<file path="config.mk">
export PLATFORM = sky130hd
export DESIGN_NAME = ethernet_fcs_appender_unit
export DESIGN_NICKNAME = d
export VERILOG_FILES = /design/src/sv/efa_pkg.sv /design/src/sv/efa_front.sv /design/src/sv/efa_queue.sv /design/src/sv/efa_back.sv /design/src/sv/ethernet_fcs_appender_unit.sv
export SDC_FILE = /design/constraint.sdc
export NUM_CORES = 1
export LEC_CHECK = 0
export BUFFER_PORTS_ARGS = -buffer_cell sky130_fd_sc_hd__buf_2
export CORE_UTILIZATION = 42
export DETAILED_ROUTE_END_ITERATION = 10
export SLEW_MARGIN = 20
export SYNTH_ARGS = -nofsm -noshare
export SYNTH_HDL_FRONTEND = slang
export SYNTH_SLANG_ARGS = --single-unit
</file>
<file path="constraint.sdc">
create_clock -name aclk -period 8.1 [get_ports aclk]
set_input_delay 1.62 -clock aclk [delete_from_list [all_inputs] [get_ports aclk]]
set_output_delay 1.62 -clock aclk [all_outputs]
set_load 0.02 [all_outputs]
</file>
<file path="src/sv/efa_pkg.sv">
// ----------------------------------------------------------------------------
// efa_pkg
// types, constants and the byte-wide crc-32 fold for the fcs appender
// ----------------------------------------------------------------------------
package efa_pkg;

    localparam logic [31:0] CRC_INIT = 32'hFFFF_FFFF;
    localparam logic [31:0] CRC_POLY = 32'hEDB8_8320;

    typedef struct packed {
        logic [7:0] data_byte;
        logic       last_byte;
    } efa_in_t;

    typedef struct packed {
        logic [7:0] out_byte;
        logic       is_fcs;
        logic       frame_end;
    } efa_out_t;

    // request passed from front to back
    typedef struct packed {
        logic [7:0]  data;
        logic        last;
        logic [31:0] fcs;
    } efa_req_t;

    typedef struct packed {
        logic full;
        logic empty;
    } efa_qstat_t;

    // reflected crc-32, eight bit steps
    function automatic logic [31:0] efa_fold(input logic [31:0] crc, input logic [7:0] b);
        logic [31:0] c;
        c = crc ^ {24'h00_0000, b};
        for (int i = 0; i < 8; i++) begin
            c = c[0] ? ((c >> 1) ^ CRC_POLY) : (c >> 1);
        end
        return c;
    endfunction

endpackage

</file>
<file path="src/sv/efa_front.sv">
// ----------------------------------------------------------------------------
// efa_front
// accepts frame bytes, keeps the running crc, queues one request per byte
// ----------------------------------------------------------------------------
module efa_front import efa_pkg::*; (
    input  logic       aclk,
    input  logic       aresetn,
    input  logic       s_valid,
    output logic       s_ready,
    input  efa_in_t    s_payload,
    input  efa_qstat_t q_status,
    output logic       push,
    output efa_req_t   push_req
);

    logic [31:0] crc_reg;
    logic [31:0] crc_next;
    logic [31:0] crc_fold;

    assign s_ready  = !q_status.full;
    assign push     = s_valid && s_ready;
    assign crc_fold = efa_fold(crc_reg, s_payload.data_byte);

    assign push_req.data = s_payload.data_byte;
    assign push_req.last = s_payload.last_byte;
    assign push_req.fcs  = ~crc_fold;

    always_comb begin
        crc_next = crc_reg;
        if (push) begin
            crc_next = s_payload.last_byte ? CRC_INIT : crc_fold;
        end
    end

    always_ff @(posedge aclk) begin
        if (!aresetn) begin
            crc_reg <= CRC_INIT;
        end else begin
            crc_reg <= crc_next;
        end
    end

endmodule

</file>
<file path="src/sv/efa_queue.sv">
// ----------------------------------------------------------------------------
// efa_queue
// small register fifo between front and back
// ----------------------------------------------------------------------------
module efa_queue import efa_pkg::*; #(
    parameter int DEPTH = 4
) (
    input  logic       aclk,
    input  logic       aresetn,
    input  logic       push,
    input  efa_req_t   push_req,
    input  logic       pop,
    output efa_req_t   head,
    output efa_qstat_t q_status
);

    localparam int AW = (DEPTH > 1) ? $clog2(DEPTH) : 1;
    localparam int CW = $clog2(DEPTH + 1);

    efa_req_t       store_reg [DEPTH];
    logic [AW-1:0]  wr_ptr_reg, wr_ptr_next;
    logic [AW-1:0]  rd_ptr_reg, rd_ptr_next;
    logic [CW-1:0]  count_reg, count_next;

    assign head           = store_reg[rd_ptr_reg];
    assign q_status.full  = (count_reg == CW'(DEPTH));
    assign q_status.empty = (count_reg == '0);

    always_comb begin
        wr_ptr_next = wr_ptr_reg;
        rd_ptr_next = rd_ptr_reg;
        count_next  = count_reg;
        if (push) begin
            wr_ptr_next = (wr_ptr_reg == AW'(DEPTH - 1)) ? '0 : wr_ptr_reg + 1'b1;
        end
        if (pop) begin
            rd_ptr_next = (rd_ptr_reg == AW'(DEPTH - 1)) ? '0 : rd_ptr_reg + 1'b1;
        end
        if (push && !pop) begin
            count_next = count_reg + 1'b1;
        end else if (pop && !push) begin
            count_next = count_reg - 1'b1;
        end
    end

    always_ff @(posedge aclk) begin
        if (push) begin
            store_reg[wr_ptr_reg] <= push_req;
        end
    end

    always_ff @(posedge aclk) begin
        if (!aresetn) begin
            wr_ptr_reg <= '0;
            rd_ptr_reg <= '0;
            count_reg  <= '0;
        end else begin
            wr_ptr_reg <= wr_ptr_next;
            rd_ptr_reg <= rd_ptr_next;
            count_reg  <= count_next;
        end
    end

endmodule

</file>
<file path="src/sv/efa_back.sv">
// ----------------------------------------------------------------------------
// efa_back
// emits each queued byte and, after a last byte, the four fcs bytes
// ----------------------------------------------------------------------------
module efa_back import efa_pkg::*; (
    input  logic       aclk,
    input  logic       aresetn,
    input  efa_qstat_t q_status,
    input  efa_req_t   head,
    output logic       pop,
    output logic       m_valid,
    input  logic       m_ready,
    output efa_out_t   m_payload
);

    localparam logic [2:0] PH_DATA = 3'd0;
    localparam logic [2:0] PH_FCS0 = 3'd1;
    localparam logic [2:0] PH_FCS1 = 3'd2;
    localparam logic [2:0] PH_FCS2 = 3'd3;
    localparam logic [2:0] PH_FCS3 = 3'd4;

    logic [2:0] phase_reg, phase_next;
    logic       valid_reg, valid_next;
    efa_out_t   out_reg, out_next;
    logic       load;

    assign load      = !valid_reg || m_ready;
    assign m_valid   = valid_reg;
    assign m_payload = out_reg;

    always_comb begin
        phase_next = phase_reg;
        valid_next = valid_reg;
        out_next   = out_reg;
        pop        = 1'b0;
        if (load) begin
            unique case (phase_reg)
                PH_DATA: begin
                    valid_next = !q_status.empty;
                    out_next.out_byte  = head.data;
                    out_next.is_fcs    = 1'b0;
                    out_next.frame_end = 1'b0;
                    if (!q_status.empty) begin
                        if (head.last) begin
                            phase_next = PH_FCS0;
                        end else begin
                            pop = 1'b1;
                        end
                    end
                end
                PH_FCS0: begin
                    valid_next = 1'b1;
                    out_next   = '{out_byte: head.fcs[7:0], is_fcs: 1'b1, frame_end: 1'b0};
                    phase_next = PH_FCS1;
                end
                PH_FCS1: begin
                    valid_next = 1'b1;
                    out_next   = '{out_byte: head.fcs[15:8], is_fcs: 1'b1, frame_end: 1'b0};
                    phase_next = PH_FCS2;
                end
                PH_FCS2: begin
                    valid_next = 1'b1;
                    out_next   = '{out_byte: head.fcs[23:16], is_fcs: 1'b1, frame_end: 1'b0};
                    phase_next = PH_FCS3;
                end
                PH_FCS3: begin
                    valid_next = 1'b1;
                    out_next   = '{out_byte: head.fcs[31:24], is_fcs: 1'b1, frame_end: 1'b1};
                    phase_next = PH_DATA;
                    pop        = 1'b1;
                end
                default: begin
                    valid_next = 1'b0;
                    phase_next = PH_DATA;
                end
            endcase
        end
    end

    always_ff @(posedge aclk) begin
        out_reg <= out_next;
    end

    always_ff @(posedge aclk) begin
        if (!aresetn) begin
            phase_reg <= PH_DATA;
            valid_reg <= 1'b0;
        end else begin
            phase_reg <= phase_next;
            valid_reg <= valid_next;
        end
    end

endmodule

</file>
<file path="src/sv/ethernet_fcs_appender_unit.sv">
// ----------------------------------------------------------------------------
// ethernet_fcs_appender_unit
// path: an accepted request is written to the queue, then registered at the output
// throughput: one byte per cycle while m_ready is high; a last byte is followed
//   by four fcs bytes; the queue (QUEUE_DEPTH entries) absorbs input meanwhile
// reset: synchronous aresetn clears crc to all ones, empties queue and output
// ----------------------------------------------------------------------------
module ethernet_fcs_appender_unit import efa_pkg::*; #(
    parameter int QUEUE_DEPTH = 4
) (
    input  logic     aclk,
    input  logic     aresetn,
    input  logic     s_valid,
    output logic     s_ready,
    input  efa_in_t  s_payload,
    output logic     m_valid,
    input  logic     m_ready,
    output efa_out_t m_payload
);

    efa_qstat_t q_status;
    efa_req_t   push_req;
    efa_req_t   head;
    logic       push;
    logic       pop;

    efa_front u_front (
        .aclk      (aclk),
        .aresetn   (aresetn),
        .s_valid   (s_valid),
        .s_ready   (s_ready),
        .s_payload (s_payload),
        .q_status  (q_status),
        .push      (push),
        .push_req  (push_req)
    );

    efa_queue #(
        .DEPTH (QUEUE_DEPTH)
    ) u_queue (
        .aclk     (aclk),
        .aresetn  (aresetn),
        .push     (push),
        .push_req (push_req),
        .pop      (pop),
        .head     (head),
        .q_status (q_status)
    );

    efa_back u_back (
        .aclk      (aclk),
        .aresetn   (aresetn),
        .q_status  (q_status),
        .head      (head),
        .pop       (pop),
        .m_valid   (m_valid),
        .m_ready   (m_ready),
        .m_payload (m_payload)
    );

endmodule

</file>
# Word-level counts from Yosys, hierarchy flattened
# Memories as Yosys holds them, arrays and structs flattened. A register that Yosys moved wholly into a read port is not among the register bits.
# Index checks and enable logic that the tools add are counted.
dict set report word_totals {
  mem_count 1
  out_inout_bits 12
  register_bits 53
  wordCells 75
  inputBits 13
  mem_bits_rw 164
}
# memory words word_bits read_ports rd_clocked_by_memory_dff wr line_no
set mem_list {}
lappend mem_list {u_queue.store_reg 4 41 1 1 1 efa_queue.sv:20} ;# efa_req_t store_reg [DEPTH];
dict set report op_classes {
  reduce_logical 16
  bitwise 10
  n_eq_ne 9
  n_addsub 4
  muxes 26
}
# op count
set op_table {}
lappend op_table {{2-to-1 mux 32 bit} 9}
lappend op_table {{NOT 13 -> 14 bit} 8}
lappend op_table {{case mux 10 bit (5 select lines)} 1}
lappend op_table {{NOT 32 bit} 1}
lappend op_table {{XOR 32 x 8 -> 32 bit} 1}
lappend op_table {{2-to-1 mux 3 bit} 4}
lappend op_table {{case mux 3 bit (4 select lines)} 1}
lappend op_table {{2-to-1 mux 2 bit} 4}
lappend op_table {{== test 3 x 2 -> 1 bit (second input constant)} 2}
lappend op_table {{== test 3 bit (second input constant)} 2}
lappend op_table {{zero test 3 bit} 2}
lappend op_table {{zero test 1 bit} 5}
lappend op_table {{2-to-1 mux 1 bit} 5}
lappend op_table {{nonzero test 5 bit} 1}
lappend op_table {{adder 2 x 1 -> 2 bit (second input constant)} 2}
lappend op_table {{== test 2 bit (second input constant)} 2}
lappend op_table {{!= test 2 bit (second input constant)} 2}
lappend op_table {{case mux 1 bit (2 select lines)} 2}
lappend op_table {{OR reduction 4 bit} 1}
lappend op_table {{adder 3 x 1 -> 3 bit (second input constant)} 1}
lappend op_table {{== test 3 x 1 -> 1 bit (second input constant)} 1}
lappend op_table {{logical AND 1 bit} 3}
lappend op_table {{AND reduction 3 bit} 1}
lappend op_table {{subtractor 3 x 1 -> 3 bit (second input constant)} 1}
lappend op_table {{other kinds (3)} 3}

# Depth between registers and ports, before layout
dict set report logic_depth {
  depth_word 18
  depth_mapped 12
  depth_no_buf 9
}

# Modules after synthesis
# From an unflattened synthesis, not the netlist that was laid out.
dict set report hier_totals {
  hier_cells 565
  hier_area_um2 9335.2
}
# module cells_each instances area_per_inst_um2
set by_module_without_submodules {}
lappend by_module_without_submodules {efa_queue 259 1 6424.9}
lappend by_module_without_submodules {efa_front 204 1 1920.6}
lappend by_module_without_submodules {efa_back 102 1 989.7}

# Least setup slack after synthesis
# OpenSTA, ideal clock, no wires.
dict set report synth_timing {
  path_type {input to register}
  startpoint {in s_valid}
  endpoint {reg u_queue.count_reg[2]}
  cell_stages 10
  required_time_ns 8.024
  slack_ns 4.568
  arrival_ns 3.457
  path_cell_list {nand2_4 -> inv_2 -> clkbuf_8 -> clkbuf_1 -> ha_1 -> inv_1 -> fa_1 -> xor2_1 -> or3_1 -> a21boi_0}
}
dict set report synth_via {
  elab_chain_cells 4
}
# element line_no
set synth_lines {}
lappend synth_lines {{start: declaration} ethernet_fcs_appender_unit.sv:13} ;# input logic s_valid,
lappend synth_lines {{logical AND 1 bit *} efa_front.sv:21} ;# assign push = s_valid && s_ready;
lappend synth_lines {{net push} ethernet_fcs_appender_unit.sv:24} ;# logic push;
lappend synth_lines {{zero test 1 bit} efa_queue.sv:41} ;# end else if (pop && !push) begin
lappend synth_lines {{logical AND 1 bit} efa_queue.sv:41}
lappend synth_lines {{nonzero test 2 bit (no line)} --}
lappend synth_lines {{end signal: assignment} efa_queue.sv:60} ;# count_reg <= count_next;
lappend synth_lines {{end: declaration} efa_queue.sv:23} ;# logic [CW-1:0] count_reg, count_next;
# The timed path passes the listed nets; every way through them passes the cells marked *.
# A chain may end at the register's enable or synchronous reset.

# Worst setup path in the final report
dict set report layout_timing {
  startpoint {in m_ready}
  endpoint {reg u_queue.count_reg[2]}
}
dict set report layout_via {
  elab_chain_cells 5
}
# element line_no
set layout_lines {}
lappend layout_lines {{start: declaration} ethernet_fcs_appender_unit.sv:17} ;# input logic m_ready,
lappend layout_lines {{logical OR 1 bit *} efa_back.sv:27} ;# assign load = !valid_reg || m_ready;
lappend layout_lines {{2-to-1 mux 1 bit *} efa_back.sv:36} ;# if (load) begin
lappend layout_lines {{zero test 1 bit} efa_queue.sv:39} ;# if (push && !pop) begin
lappend layout_lines {{logical AND 1 bit} efa_queue.sv:39}
lappend layout_lines {{2-to-1 mux 3 bit or nonzero test 2 bit (tied branches)} --}
# Every way passes the cells marked *; elsewhere a longest branch is shown, timed or not.

==> metrics <==
CTS clock-pin slew for the worst setup and hold paths 0.06 ns; Yosys top cell area share 56.4%; die width 151 µm; Min Clock Period, post-route 3.38 ns; initial core utilization 43.4%; total global-route track usage 17.3%; register bit total from synthesis 219; Die Y 151 µm; Post-Syn Area 9270 µm²; sequential-to-total area share from yosys stat 66.1%; P&R area growth vs syn 12.1%; critical path, cell by cell buf_2, nor2b_1, nor3_1, o21ai_1, ha_1, inv_1, fa_1, xor2_1, or3_1, a21boi_0; startpoint types input pin; I/O Buffers 24; hold_ws 0.497 ns; mean routed wirelength per cell 21.4 µm; Leak 3.49 nW; Vias/cell 5.45; Async SR Flop Fraction 0%; Gate Count Post-Synth 546; critical path depth 10; setup TNS 0 ns; yosys warns 0; CP startpoint m_ready; Setup crit end kind flip-flop; core area 21400 µm²; first-pass GRT wire length 28.9 mm; slowest CP cell nor2b_1; WP data arrival 3.82 ns; RSZ-0062 raised after global routing false; share of layout cells above drive strength 1 21.3%; syn_area_per_cell 17.0 µm²; final period utilization 41.7%; Ports 25; post-CTS setup buffer count 0; Final Setup Violations 0; Final GP Congestion 0.739; DRT Pass-1 Iters 4; fmax 0.296 GHz; initial antenna violation count 1; Area contributors post-synth edfxtp_1 (56%), mux4_2 (10%), dfxtp_1 (9.7%); syn nets 566; # nets final 590; clk_skew 0.0128 ns; Iteration-0 DRC Markers 322; most instantiated cells after synthesis edfxtp_1 (174), dfxtp_1 (45), mux4_2 (41), nand2_1 (33), xnor2_1 (29); max reg flops 164; slew of the pin with the lowest slew margin 1.13 ns; synth unique cells 41; CP endpoint u_queue.count_reg[2]; Clock Latency Late Sink 0.52 ns; CTS buffer count 23; vias after detailed routing 4705; most common cell in the netlist edfxtp_1; reg2reg end u_queue.count_reg[2]; R2R cell count 9; post-CTS sizing 0; critical path peak fanout 9; CTS max path bufs 3; H-tree levels 1; flop-to-flop setup slack 5.22 ns; Largest stage delay, worst path 0.45 ns; CTS root buffer clkbuf_16; CTS hold repair buffers 0; Pwr per Cell Area 400 nW/µm²; Crit Path Category input pin to flip-flop; status finished clean; Clock Sinks 219; post-synth top area cell edfxtp_1; vias in the first global route 4902; # rows 53; Worst EP required 8.54 ns; HP Class flip-flop to flip-flop; CTS tree done; DRC 0; r2r startpoint u_queue.count_reg[0]; total die area 22700 µm²; Max Slew Vio Count 0; pin count of the biggest net entering global routing 45; WL final 18.4 mm; post-DP HPWL 11.1 mm; ys flop type edfxtp_1; Rel. slew slack 24.3%; Crit path buffers/inverters 2; total gr overflow 0; ANT nets after route 0; Worst VDD drop 0.210 mV; CP delay by family, top simple AND/OR/NAND/NOR gates; Final Hold Fails 0; Max Cap Viol 0; EDFF count, synth 174
[kinds of logic (layout without fill, tap and decap cells)]
family | Yosys count | count (layout) | synth area share (%)
muxes | 60 | 60 | 12.0
xor gates and xnor gates | 66 | 66 | 9.74
and+or+nand+nor | 96 | 96 | 4.98
buffers and inverters | 38 | 79 | 1.71
adders and majority gates | 7 | 7 | 1.03
other | 0 | 1 | 0
DFF | 219 | 219 | 66.1
AOI/OAI and AO/OA | 60 | 60 | 4.44
[worst min path at each step]
| stage | from | to | depth (start not counted) |
|---|---|---|---|
| after detailed placement | u_front.crc_reg[28] | u_front.crc_reg[28] | 2 |
| final | u_front.crc_reg[16] | u_front.crc_reg[16] | 2 |
| after floorplan | u_front.crc_reg[28] | u_front.crc_reg[28] | 2 |
| after global placement | u_front.crc_reg[31] | u_front.crc_reg[31] | 2 |
| after global routing | u_front.crc_reg[28] | u_front.crc_reg[28] | 2 |
| after CTS | u_front.crc_reg[28] | u_front.crc_reg[28] | 2 |
[cells in the final DEF, fill, tap and decap left out, drive strengths merged, types with 19 or more instances in the layout]
cell type / count
dfxtp: 45
nand2: 34
nor2: 25
mux4: 41
mux2i: 19
xnor2: 37
a21oi: 21
buf: 28
clkbuf: 30
edfxtp: 174
[routing by layer]
layer | part of all wire (%) | GRT usage (%) | vias up
met4 | 2.3 | 5.05 | 0
met1 | 46 | 24.0 | 2425
li1 | - | - | 2133
met2 | 47 | 28.0 | 116
met5 | 0 | 0 | -
met3 | 4.3 | 3.03 | 31
[worst reg2reg max path, stage by stage (launching register included)]
cell and delay [ns]:
dfxtp_1 0.43, or3b_1 0.32, nand2_4 0.11, inv_2 0.53, ha_1 0.31, inv_1 0.06, fa_1 0.37, xor2_1 0.18
or3_1 0.31, a21boi_0 0.18
[power breakdown]
part	switching (mW)	internal (mW)
clock network	0.428	0.578
registers	0.0924	1.65
logic	0.792	0.615
[stage by stage]
stage / cell area (µm²) / setup slack [ns] / utilization [%] / instances / power [mW]
2_1_floorplan: 9270 / 4.57 / - / 546 / 2.80
3_3_place_gp: 9650 / 4.35 / 45.2 / 820 / 3.14
3_5_place_dp: 9660 / 4.21 / 45.3 / 820 / 3.19
5_1_grt: 10400 / 4.46 / 48.7 / 863 / 4.37
4_1_cts: 10400 / 4.73 / 48.6 / 862 / 4.20
6_report: 10400 / 4.72 / 48.7 / 863 / 4.16
[layout make-up]
| class | count | area, µm² |
|---|---|---|
| fillers | 1802 | 11000 |
| flip-flops and latches | 219 | 6130 |
| well taps | 275 | 344 |
| repair buffers | 28 | 150 |
| inverters | 9 | 33.8 |
| multi-input cells | 289 | 3010 |
| clock inverters | 12 | 101 |
| clock buffers | 30 | 622 |
| diodes | 1 | 2.50 |
(Power assumes the default switching activity.)
